### src/sdsbr_pkg.sv
// ---------------------------------------------------------------------------
// sdsbr_pkg: shared types and constants for the SD SPI block receive unit
// Operation, result kind, status and register codes, phase encoding and the
// byte-wide CRC-16 update.
// ---------------------------------------------------------------------------
package sdsbr_pkg;

    // input operation codes (carried on s_tuser)
    localparam logic OP_BEGIN = 1'b0;
    localparam logic OP_BYTE  = 1'b1;

    // result kind codes (carried on m_tuser)
    localparam logic KIND_DATA   = 1'b0;
    localparam logic KIND_STATUS = 1'b1;

    // end-of-block status codes
    localparam logic [1:0] STATUS_OK      = 2'd0;
    localparam logic [1:0] STATUS_CRC_ERR = 2'd1;
    localparam logic [1:0] STATUS_TIMEOUT = 2'd2;

    // configuration register indexes
    localparam logic [1:0] REG_START_TOKEN = 2'd0;
    localparam logic [1:0] REG_BLOCK_BYTES = 2'd1;
    localparam logic [1:0] REG_HUNT_LIMIT  = 2'd2;

    // register reset values
    localparam logic [7:0]  START_TOKEN_RST = 8'hFE;
    localparam logic [9:0]  BLOCK_BYTES_RST = 10'd512;
    localparam logic [16:0] HUNT_LIMIT_RST  = 17'd80000;

    // largest block the unit handles; sizes above it saturate
    localparam int unsigned MAX_BLOCK_BYTES = 512;
    localparam logic [12:0] MAX_BLOCK       = 13'(MAX_BLOCK_BYTES);

    // phase encoding
    localparam logic [2:0] PH_IDLE   = 3'd0;
    localparam logic [2:0] PH_HUNT   = 3'd1;
    localparam logic [2:0] PH_DATA   = 3'd2;
    localparam logic [2:0] PH_CRC_HI = 3'd3;
    localparam logic [2:0] PH_CRC_LO = 3'd4;

    localparam logic [15:0] CRC_POLY = 16'h1021;
    localparam logic [15:0] CRC_INIT = 16'h0000;

    typedef logic [15:0] crc_t;

    // CRC-16 CCITT, MSB first, one byte per call
    function automatic crc_t crc16_byte(input crc_t crc_in, input logic [7:0] data);
        crc_t crc;
        crc = crc_in ^ {data, 8'h00};
        for (int k = 0; k < 8; k++)
        begin
            if (crc[15])
                crc = {crc[14:0], 1'b0} ^ CRC_POLY;
            else
                crc = {crc[14:0], 1'b0};
        end
        return crc;
    endfunction

endpackage

### src/sd_spi_block_receive_unit.sv
// ---------------------------------------------------------------------------
// sd_spi_block_receive_unit: receive side of an SD card SPI single-block read
// Hunts for the start token, forwards the block data bytes while running a
// CRC-16 over them, checks the card's CRC and reports an end-of-block status.
// ---------------------------------------------------------------------------
//
//  channel | dir | handshake          | payload
//  --------+-----+--------------------+------------------------------------------
//  s_axis  | in  | s_tvalid/s_tready  | s_tuser operation, s_tdata rx_byte
//  m_axis  | out | m_tvalid/m_tready  | m_tuser kind, m_tdata data/index/status,
//          |     |                    | m_tlast last
//  cfg     | in  | cfg_valid/cfg_ready| cfg_index, cfg_data
//
//  One transaction per cycle while m_axis is not stalled; each item sits in the
//  input register and then moves to the result register, which drives m_axis.
//  The byte-wide CRC update sits between those two registers. Reset clears all
//  control state and loads the register defaults. A stall on m_axis holds the
//  result register; the input register keeps accepting items that give no
//  result, and otherwise waits.
//
module sd_spi_block_receive_unit
(
    input  logic        clk,
    input  logic        rst_n,
    // slave stream
    input  logic        s_tvalid,
    output logic        s_tready,
    input  logic [7:0]  s_tdata,    // [7:0] rx_byte
    input  logic        s_tuser,    // [0] operation
    // master stream
    output logic        m_tvalid,
    input  logic        m_tready,
    output logic [23:0] m_tdata,    // [7:0] data_byte, [16:8] byte_index,
                                    // [18:17] status, [23:19] zero
    output logic        m_tuser,    // [0] kind
    output logic        m_tlast,    // last
    // configuration write channel
    input  logic        cfg_valid,
    output logic        cfg_ready,
    input  logic [1:0]  cfg_index,
    input  logic [16:0] cfg_data
);
    import sdsbr_pkg::*;

    // configuration registers
    logic [7:0]  start_token_reg;
    logic [9:0]  block_bytes_reg;
    logic [16:0] hunt_limit_reg;

    // input register
    logic        in_valid_reg;
    logic        in_op_reg;
    logic [7:0]  in_byte_reg;

    // engine state
    logic [2:0]  phase_reg, phase_next;
    logic [9:0]  byte_count_reg, byte_count_next;
    logic [16:0] hunt_count_reg, hunt_count_next;
    crc_t        crc_reg, crc_next;
    logic [7:0]  crc_high_reg, crc_high_next;

    // result register
    logic        out_valid_reg;
    logic        out_kind_reg, out_kind_next;
    logic [7:0]  out_data_reg, out_data_next;
    logic [8:0]  out_index_reg, out_index_next;
    logic [1:0]  out_status_reg, out_status_next;
    logic        out_last_reg, out_last_next;

    logic        produce;
    logic        advance;
    logic        out_free;
    logic [9:0]  block_eff;
    logic [16:0] limit_eff;
    logic [16:0] hunt_inc;
    logic [9:0]  count_inc;

    assign cfg_ready = 1'b1;

    // write configuration registers; unknown indexes drop
    always_ff @(posedge clk or negedge rst_n)
    begin
        if (!rst_n)
        begin
            start_token_reg <= START_TOKEN_RST;
            block_bytes_reg <= BLOCK_BYTES_RST;
            hunt_limit_reg  <= HUNT_LIMIT_RST;
        end
        else if (cfg_valid)
        begin
            unique case (cfg_index)
                REG_START_TOKEN: start_token_reg <= cfg_data[7:0];
                REG_BLOCK_BYTES: block_bytes_reg <= cfg_data[9:0];
                REG_HUNT_LIMIT:  hunt_limit_reg  <= cfg_data;
                default: ;
            endcase
        end
    end

    // effective block size and hunt limit
    always_comb
    begin
        block_eff = (block_bytes_reg == 10'd0) ? 10'd1 : block_bytes_reg;
        if ({3'b000, block_eff} > MAX_BLOCK)
            block_eff = MAX_BLOCK[9:0];
        limit_eff = (hunt_limit_reg == 17'd0) ? 17'd1 : hunt_limit_reg;
    end

    assign hunt_inc  = hunt_count_reg + 17'd1;
    assign count_inc = byte_count_reg + 10'd1;

    // process the registered item against the engine state
    always_comb
    begin
        phase_next      = phase_reg;
        byte_count_next = byte_count_reg;
        hunt_count_next = hunt_count_reg;
        crc_next        = crc_reg;
        crc_high_next   = crc_high_reg;
        produce         = 1'b0;
        out_kind_next   = KIND_DATA;
        out_data_next   = 8'd0;
        out_index_next  = 9'd0;
        out_status_next = STATUS_OK;
        out_last_next   = 1'b0;

        if (in_op_reg == OP_BEGIN)
        begin
            phase_next      = PH_HUNT;
            byte_count_next = 10'd0;
            hunt_count_next = 17'd0;
            crc_next        = CRC_INIT;
            crc_high_next   = 8'd0;
        end
        else
        begin
            unique case (phase_reg)
                PH_HUNT:
                begin
                    if (in_byte_reg == start_token_reg)
                    begin
                        phase_next      = PH_DATA;
                        byte_count_next = 10'd0;
                        crc_next        = CRC_INIT;
                    end
                    else
                    begin
                        hunt_count_next = hunt_inc;
                        if (hunt_inc >= limit_eff)
                        begin
                            phase_next      = PH_IDLE;
                            produce         = 1'b1;
                            out_kind_next   = KIND_STATUS;
                            out_status_next = STATUS_TIMEOUT;
                            out_last_next   = 1'b1;
                        end
                    end
                end
                PH_DATA:
                begin
                    produce         = 1'b1;
                    out_data_next   = in_byte_reg;
                    out_index_next  = byte_count_reg[8:0];
                    crc_next        = crc16_byte(crc_reg, in_byte_reg);
                    byte_count_next = count_inc;
                    if (count_inc == 10'd0 || count_inc >= block_eff)
                        phase_next = PH_CRC_HI;
                end
                PH_CRC_HI:
                begin
                    crc_high_next = in_byte_reg;
                    phase_next    = PH_CRC_LO;
                end
                PH_CRC_LO:
                begin
                    phase_next      = PH_IDLE;
                    produce         = 1'b1;
                    out_kind_next   = KIND_STATUS;
                    out_status_next = ({crc_high_reg, in_byte_reg} == crc_reg) ?
                                      STATUS_OK : STATUS_CRC_ERR;
                    out_last_next   = 1'b1;
                end
                default: ;
            endcase
        end
    end

    // handshake: the item advances unless its result would overwrite a stalled one
    assign out_free = !out_valid_reg || m_tready;
    assign advance  = in_valid_reg && (out_free || !produce);
    assign s_tready = !in_valid_reg || advance;

    // input register
    always_ff @(posedge clk or negedge rst_n)
    begin
        if (!rst_n)
            in_valid_reg <= 1'b0;
        else if (s_tready)
            in_valid_reg <= s_tvalid;
    end

    always_ff @(posedge clk)
    begin
        if (s_tready && s_tvalid)
        begin
            in_op_reg   <= s_tuser;
            in_byte_reg <= s_tdata;
        end
    end

    // engine state
    always_ff @(posedge clk or negedge rst_n)
    begin
        if (!rst_n)
        begin
            phase_reg      <= PH_IDLE;
            byte_count_reg <= 10'd0;
            hunt_count_reg <= 17'd0;
            crc_reg        <= CRC_INIT;
            crc_high_reg   <= 8'd0;
        end
        else if (advance)
        begin
            phase_reg      <= phase_next;
            byte_count_reg <= byte_count_next;
            hunt_count_reg <= hunt_count_next;
            crc_reg        <= crc_next;
            crc_high_reg   <= crc_high_next;
        end
    end

    // result register
    always_ff @(posedge clk or negedge rst_n)
    begin
        if (!rst_n)
            out_valid_reg <= 1'b0;
        else if (out_free)
            out_valid_reg <= advance && produce;
    end

    always_ff @(posedge clk)
    begin
        if (advance && produce)
        begin
            out_kind_reg   <= out_kind_next;
            out_data_reg   <= out_data_next;
            out_index_reg  <= out_index_next;
            out_status_reg <= out_status_next;
            out_last_reg   <= out_last_next;
        end
    end

    assign m_tvalid = out_valid_reg;
    assign m_tuser  = out_kind_reg;
    assign m_tlast  = out_last_reg;
    assign m_tdata  = {5'b00000, out_status_reg, out_index_reg, out_data_reg};

endmodule

### config.mk
export PLATFORM = sky130hd
export DESIGN_NAME = sd_spi_block_receive_unit
export DESIGN_NICKNAME = d
export VERILOG_FILES = /design/src/sdsbr_pkg.sv /design/src/sd_spi_block_receive_unit.sv
export SDC_FILE = /design/constraint.sdc
export NUM_CORES = 1
export LEC_CHECK = 0
export ABC_AREA = 1
export BUFFER_PORTS_ARGS = -buffer_cell sky130_fd_sc_hd__buf_2
export CAP_MARGIN = 5
export CORE_UTILIZATION = 60
export DETAILED_ROUTE_END_ITERATION = 10
export PLACE_DENSITY = 0.83
export SKIP_CTS_REPAIR_TIMING = 1
export SLEW_MARGIN = 20
export SYNTH_ARGS = -nofsm -noshare
export SYNTH_HDL_FRONTEND = slang
export SYNTH_SLANG_ARGS = --single-unit
### constraint.sdc
create_clock -name clk -period 4.6 [get_ports clk]
set_input_delay 0.92 -clock clk [delete_from_list [all_inputs] [get_ports clk]]
set_output_delay 0.92 -clock clk [all_outputs]
set_load 0.03 [all_outputs]
After elaboration in Yosys (flattened, before gate mapping)
Index checks and enable logic that the tools add are counted.
{ "totals": {"wordCells": 119, "out_inout_bits": 29, "inputBits": 33, "regBits": 120} }
{ "classes": {"bitwise": 9, "mux": 50, "reduce_logical": 23, "order_cmp": 3, "eq_ne": 16, "n_addsub": 2} }
{ "op_table": {"columns": ["operator", "n"], "rows": [
  ["16-bit 2-to-1 mux", 16],
  ["13-bit 2-to-1 mux", 8],
  ["17-bit 2-to-1 mux", 4],
  ["10-bit 2-to-1 mux", 4],
  ["16-bit case mux with 2 select lines", 1],
  ["3-bit inverter", 8],
  ["10-bit zero test", 2],
  ["10-bit case mux with 2 select lines", 1],
  ["17-bit by 1-bit adder with 17-bit output (second input constant)", 1],
  ["17-bit >= comparator", 1],
  ["17-bit zero test", 1],
  ["16-bit equality test", 1],
  ["8-bit 2-to-1 mux", 2],
  ["16-bit XOR", 1],
  ["3-bit 2-to-1 mux", 4],
  ["3-bit case mux with 4 select lines", 1],
  ["10-bit by 1-bit adder with 10-bit output (second input constant)", 1],
  ["10-bit >= comparator", 1],
  ["10-bit greater-than comparator (second input constant)", 1],
  ["2-bit AND reduction", 5],
  ["8-bit equality test", 1],
  ["3-bit by 2-bit equality test with 1-bit output (second input constant)", 2],
  ["3-bit inequality test (second input constant)", 2],
  ["3-bit AND reduction", 2],
  ["19 further kinds", 32]
]} }

Longest topological paths before layout
{ "logic_depth": {"depth_word": 33, "mapped_depth": 22, "ltp_nobuf": 22} }

Worst setup path before layout
Ideal clock, no wire load.
{ "synth_path": {"path_type": "register to output", "startpoint": "register hunt_count_reg[0]", "endpoint": "output port s_tready", "arrival_ns": 2.692, "path_buffers": 0, "path_slack_ns": 0.988, "path_stages_with_launch": 18, "required_time_ns": 3.680, "path_cell_list": "dfrtp_1 > ha_1 > nand2_1 > nor2_1 > nand2_1 > nor4_1 > xnor2_1 > inv_1 > ha_1 > nand2_1 > nor2_1 > nand2_1 > nor2_1 > nor2_1 > nand3_1 > nand2_1 > nand2_2 > nand3_1"} }
{ "synth_via": {"elab_chain_len": 10} }
{ "synth_lines": {"columns": ["item", "line_no", "rtl"], "rows": [
  ["from (decl)", "sd_spi_block_receive_unit.sv:58", "logic [16:0] hunt_count_reg, hunt_count_next;"],
  ["from (signal assigned)", "sd_spi_block_receive_unit.sv:226", "hunt_count_reg <= hunt_count_next;"],
  ["17-bit by 1-bit adder with 17-bit output", "sd_spi_block_receive_unit.sv:109", "assign hunt_inc = hunt_count_reg + 17'd1;"],
  ["17-bit >= comparator", "sd_spi_block_receive_unit.sv:149", "if (hunt_inc >= limit_eff)"],
  ["1-bit 2-to-1 mux", "sd_spi_block_receive_unit.sv:149", null],
  ["1-bit 2-to-1 mux", "sd_spi_block_receive_unit.sv:140", "if (in_byte_reg == start_token_reg)"],
  ["1-bit case mux with 2 select lines", "sd_spi_block_receive_unit.sv:137", "unique case (phase_reg)"],
  ["1-bit 2-to-1 mux", "sd_spi_block_receive_unit.sv:127", "if (in_op_reg == OP_BEGIN)"],
  ["1-bit zero test", "sd_spi_block_receive_unit.sv:190", "assign advance = in_valid_reg && (out_free || !produce);"],
  ["1-bit logical OR", "sd_spi_block_receive_unit.sv:190", null],
  ["1-bit logical AND", "sd_spi_block_receive_unit.sv:190", null],
  ["1-bit logical OR", "sd_spi_block_receive_unit.sv:191", "assign s_tready = !in_valid_reg || advance;"],
  ["to (decl)", "sd_spi_block_receive_unit.sv:27", "output logic s_tready,"]
]} }
Every way passes these cells.

Worst setup path after layout
{ "layout_path": {"startpoint": "register hunt_count_reg[6]", "endpoint": "output port s_tready"} }
Same word-level chain as after synthesis.

==> metrics.yaml <==
synth:
  synth_xor_area_share_pct: 5.143
  synth-simple-area-share_pct: 29.19
  synth-async-reset-ratio_pct: 75.83
  syn_avg_cell_area_um2: 7.614
  synth.most_common_cell: "nand2_1"
  synth-edff-count: 29
  ys.flop_type: "dfrtp_1"
  synth-seq-cells: 120
  postSynthCellCount: 917
  ys_top_cells_by_area: "dfrtp_1, nand2_1, edfxtp_1, inv_1, nor2_1"
  synth_adder_area_share_pct: 5.197
  synth_common_cells: "nand2_1, inv_1, nor2_1"
  yosys.area.top_type: "dfrtp_1"
  yosysUniqueCellTypes: 33
  synth_seq_area_share_pct: 45.32
  yosysWarnings: 0
  synth.top_cell.area_share_pct: 27.96
  mappedNetlistArea_um2: 6982
  muxShareOfSynthArea_pct: 0
  synth_top_family_by_area: "simple AND/OR/NAND/NOR gates"
  synth-compound-area-share_pct: 5.502
critical_path:
  crit_path_max_fanout: 4
  start_kind: "register"
  max_stage_delay_ns: 0.38
  r2r_slack_ns: 0.55
  cp.required_ns: 3.68
  crit_top_cell: "nand2_1"
  worstPathArrival_ns: 3.37
  crit_path_end_kind: "output pin"
  cp_slowest_cell: "dfrtp_1"
  worstSetupPathType: "reg2out"
  crit_chain: "inv_1 -> nor4_2 -> nand2_1 -> nor2_1 -> xor2_1 -> inv_1 -> ha_1 -> nand2_1 -> nor2_2 -> nand2_1 -> nor2_1 -> nor2_1 -> nand3_1 -> nand2_1 -> nand2_2 -> nand3_1 -> buf_2"
place:
  portBuffers: 55
  place_ws_ns: 0.5259
  dpl_cell_area_um2: 7310
  hpwl_um: 11060
  gp_congestion: 0.8987
  dp_cells: 1093
routing:
  avgRoutedWirePerCell_um: 14.85
  drcViolationCount: 0
  wl_um: 16700
  ant_nets: 0
  dr.pass1.iters: 5
  vias_per_cell: 5.443
  drt_iter0_markers: 561
  vias: 6123
final_layout:
  fin_area_um2: 8028
  fin_nets: 1031
  final_cells: 1125
  drive_above_1_share_pct: 12.73
  area_delta_synth_final_pct: 14.98
  antenna_cells: 0
timing:
  hold_violations: 0
  fin_skew_ns: 0.01347
  drv_slew: 0
  min_period_over_period_pct: 93.36
  fmax_mhz: 232.8
  worstMarginPinSlew_ns: 0.9555
  min_period_ns: 4.295
  rsz0062_at_grt: "no"
  setup_ws_ns: 0.3053
  slew_headroom_pct: 36.30
  final-setup-viol-count: 0
  finalSetupTns_ns: 0
die:
  core_um2: 11370
  dieWidth_um: 109.9
  io_pins: 62
  start_util_pct: 61.41
  dieHeight_um: 109.9
  placementRows: 39
  dieArea_um2: 12070
power_and_ir_drop:
  power_frac_comb_pct: 15.1
  p_switching_w: 0.0009168
  leakage_nw: 4.279
  internal_power_w: 0.002291
  p_seq_share_pct: 38.8
  power_w: 0.003207
  p_sw_share_pct: 28.58
  vdd_drop_max_mv: 0.2911
  pwr-share-clk_pct: 46.1
  p_per_area_nw_per_um2: 399.6
clock_tree:
  cts_sinks: 120
  cts-buffers-inserted: 17
  cts_tree: "built"
  clk_path_buf_depth: 2
  clkTransAtPathRegs_ns: 0.06
  cts-root-buf: "clkbuf_16"
  htree_levels: 4
  clock_latency_ns: 0.43
grt:
  grt-ovfl-total: 0
  grt_max_degree: 74
  grt_pass1_wl_um: 27190
  antenna_found_initial: 0
  grt_use_total_pct: 29.97
  grt_pass1_vias: 5708
worst_hold_path:
  hold_path.class: "reg2reg"
job:
  cap_violations: 0
run_status:
  outcome: "complete, no violations"
[layout by cell type, fill, tap and decap left out, types with 2 or more instances in the layout]
cell and instances:
a21oi_1 24, buf_2 54, buf_4 6, bufinv_16 2, clkbuf_16 21, clkbuf_8 2, clkinv_4 4, conb_1 6
dfrtp_1 77, dfstp_2 13, edfxtp_1 29, ha_1 29, inv_1 127, inv_6 2, nand2_1 260, nand2_2 4
nand3_1 73, nand4_1 12, nor2_1 113, nor2_2 3, nor3_1 14, nor4_1 5, nor4_2 3, o21ai_0 41
or2_2 3, xnor2_1 16, xor2_1 24
[cells by family (layout without fill, tap and decap cells)]
| logic type | Yosys count | count (layout) |
|---|---|---|
| simple gates | 494 | 494 |
| buf+inv | 160 | 221 |
| flops | 120 | 120 |
| compound gates | 71 | 71 |
| xor+xnor | 41 | 41 |
| fa+ha+maj | 29 | 29 |
| other cells | 2 | 6 |
[power groups by stage]
stage / clock network (W) / registers [W] / logic, W
2_1_floorplan: 0 / 0.00124 / 0.000353
3_3_place_gp: 0 / 0.00126 / 0.000458
3_5_place_dp: 0 / 0.00126 / 0.000469
4_1_cts: 0.00148 / 0.00124 / 0.000478
5_1_grt: 0.00153 / 0.00126 / 0.000549
6_report: 0.00148 / 0.00125 / 0.000483
[metal layers]
layer / track usage, % / part of all wire (%) / vias up
met5: 0 / 0 / -
met3: 5.335 / 6.9 / 34
met4: 12.29 / 2.0 / 0
met2: 46.70 / 47 / 265
met1: 41.37 / 44 / 2836
li1: - / - / 2988
[final cells by class]
class	instances	area, µm²
clock buffer	23	553.0
clock inverter	9	120.1
fill	870	3342
inverter	129	484.2
multi-input combinational	641	3211
sequential	120	3166
tap	143	178.9
timing repair buffer	60	315.3
[metrics by stage]
step | hold slack (ns) | utilization (%)
CTS | 0.4936 | 70.21
global route | 0.5112 | 70.61
global placement | 0.4668 | 64.29
finish | 0.4893 | 70.61
detailed placement | 0.4804 | 64.29
floorplan | 0.4530 | -
[worst max-delay path, delay by kind of cell, from the launching register on]
| kind | cells | cell delay [ns] |
|---|---|---|
| simple gates | 12 | 1.60 |
| buf+inv | 3 | 0.41 |
| fa+ha+maj | 1 | 0.31 |
| flops | 1 | 0.38 |
| xor+xnor | 1 | 0.25 |
[path summary, 6_finish.rpt]
| path | cells past startpoint | to | start |
|---|---|---|---|
| max reg2reg | 19 | crc_reg[6] | hunt_count_reg[6] |
| min | 2 | crc_high_reg[0] | crc_high_reg[0] |
| min reg2reg | 2 | crc_high_reg[0] | crc_high_reg[0] |
| min in group asynchronous | 1 | crc_reg[5] | rst_n |
| max | 17 | s_tready | hunt_count_reg[6] |
| max in group asynchronous | 2 | hunt_limit_reg[13] | rst_n |
No activity file was read; power rests on OpenSTA's default activity.
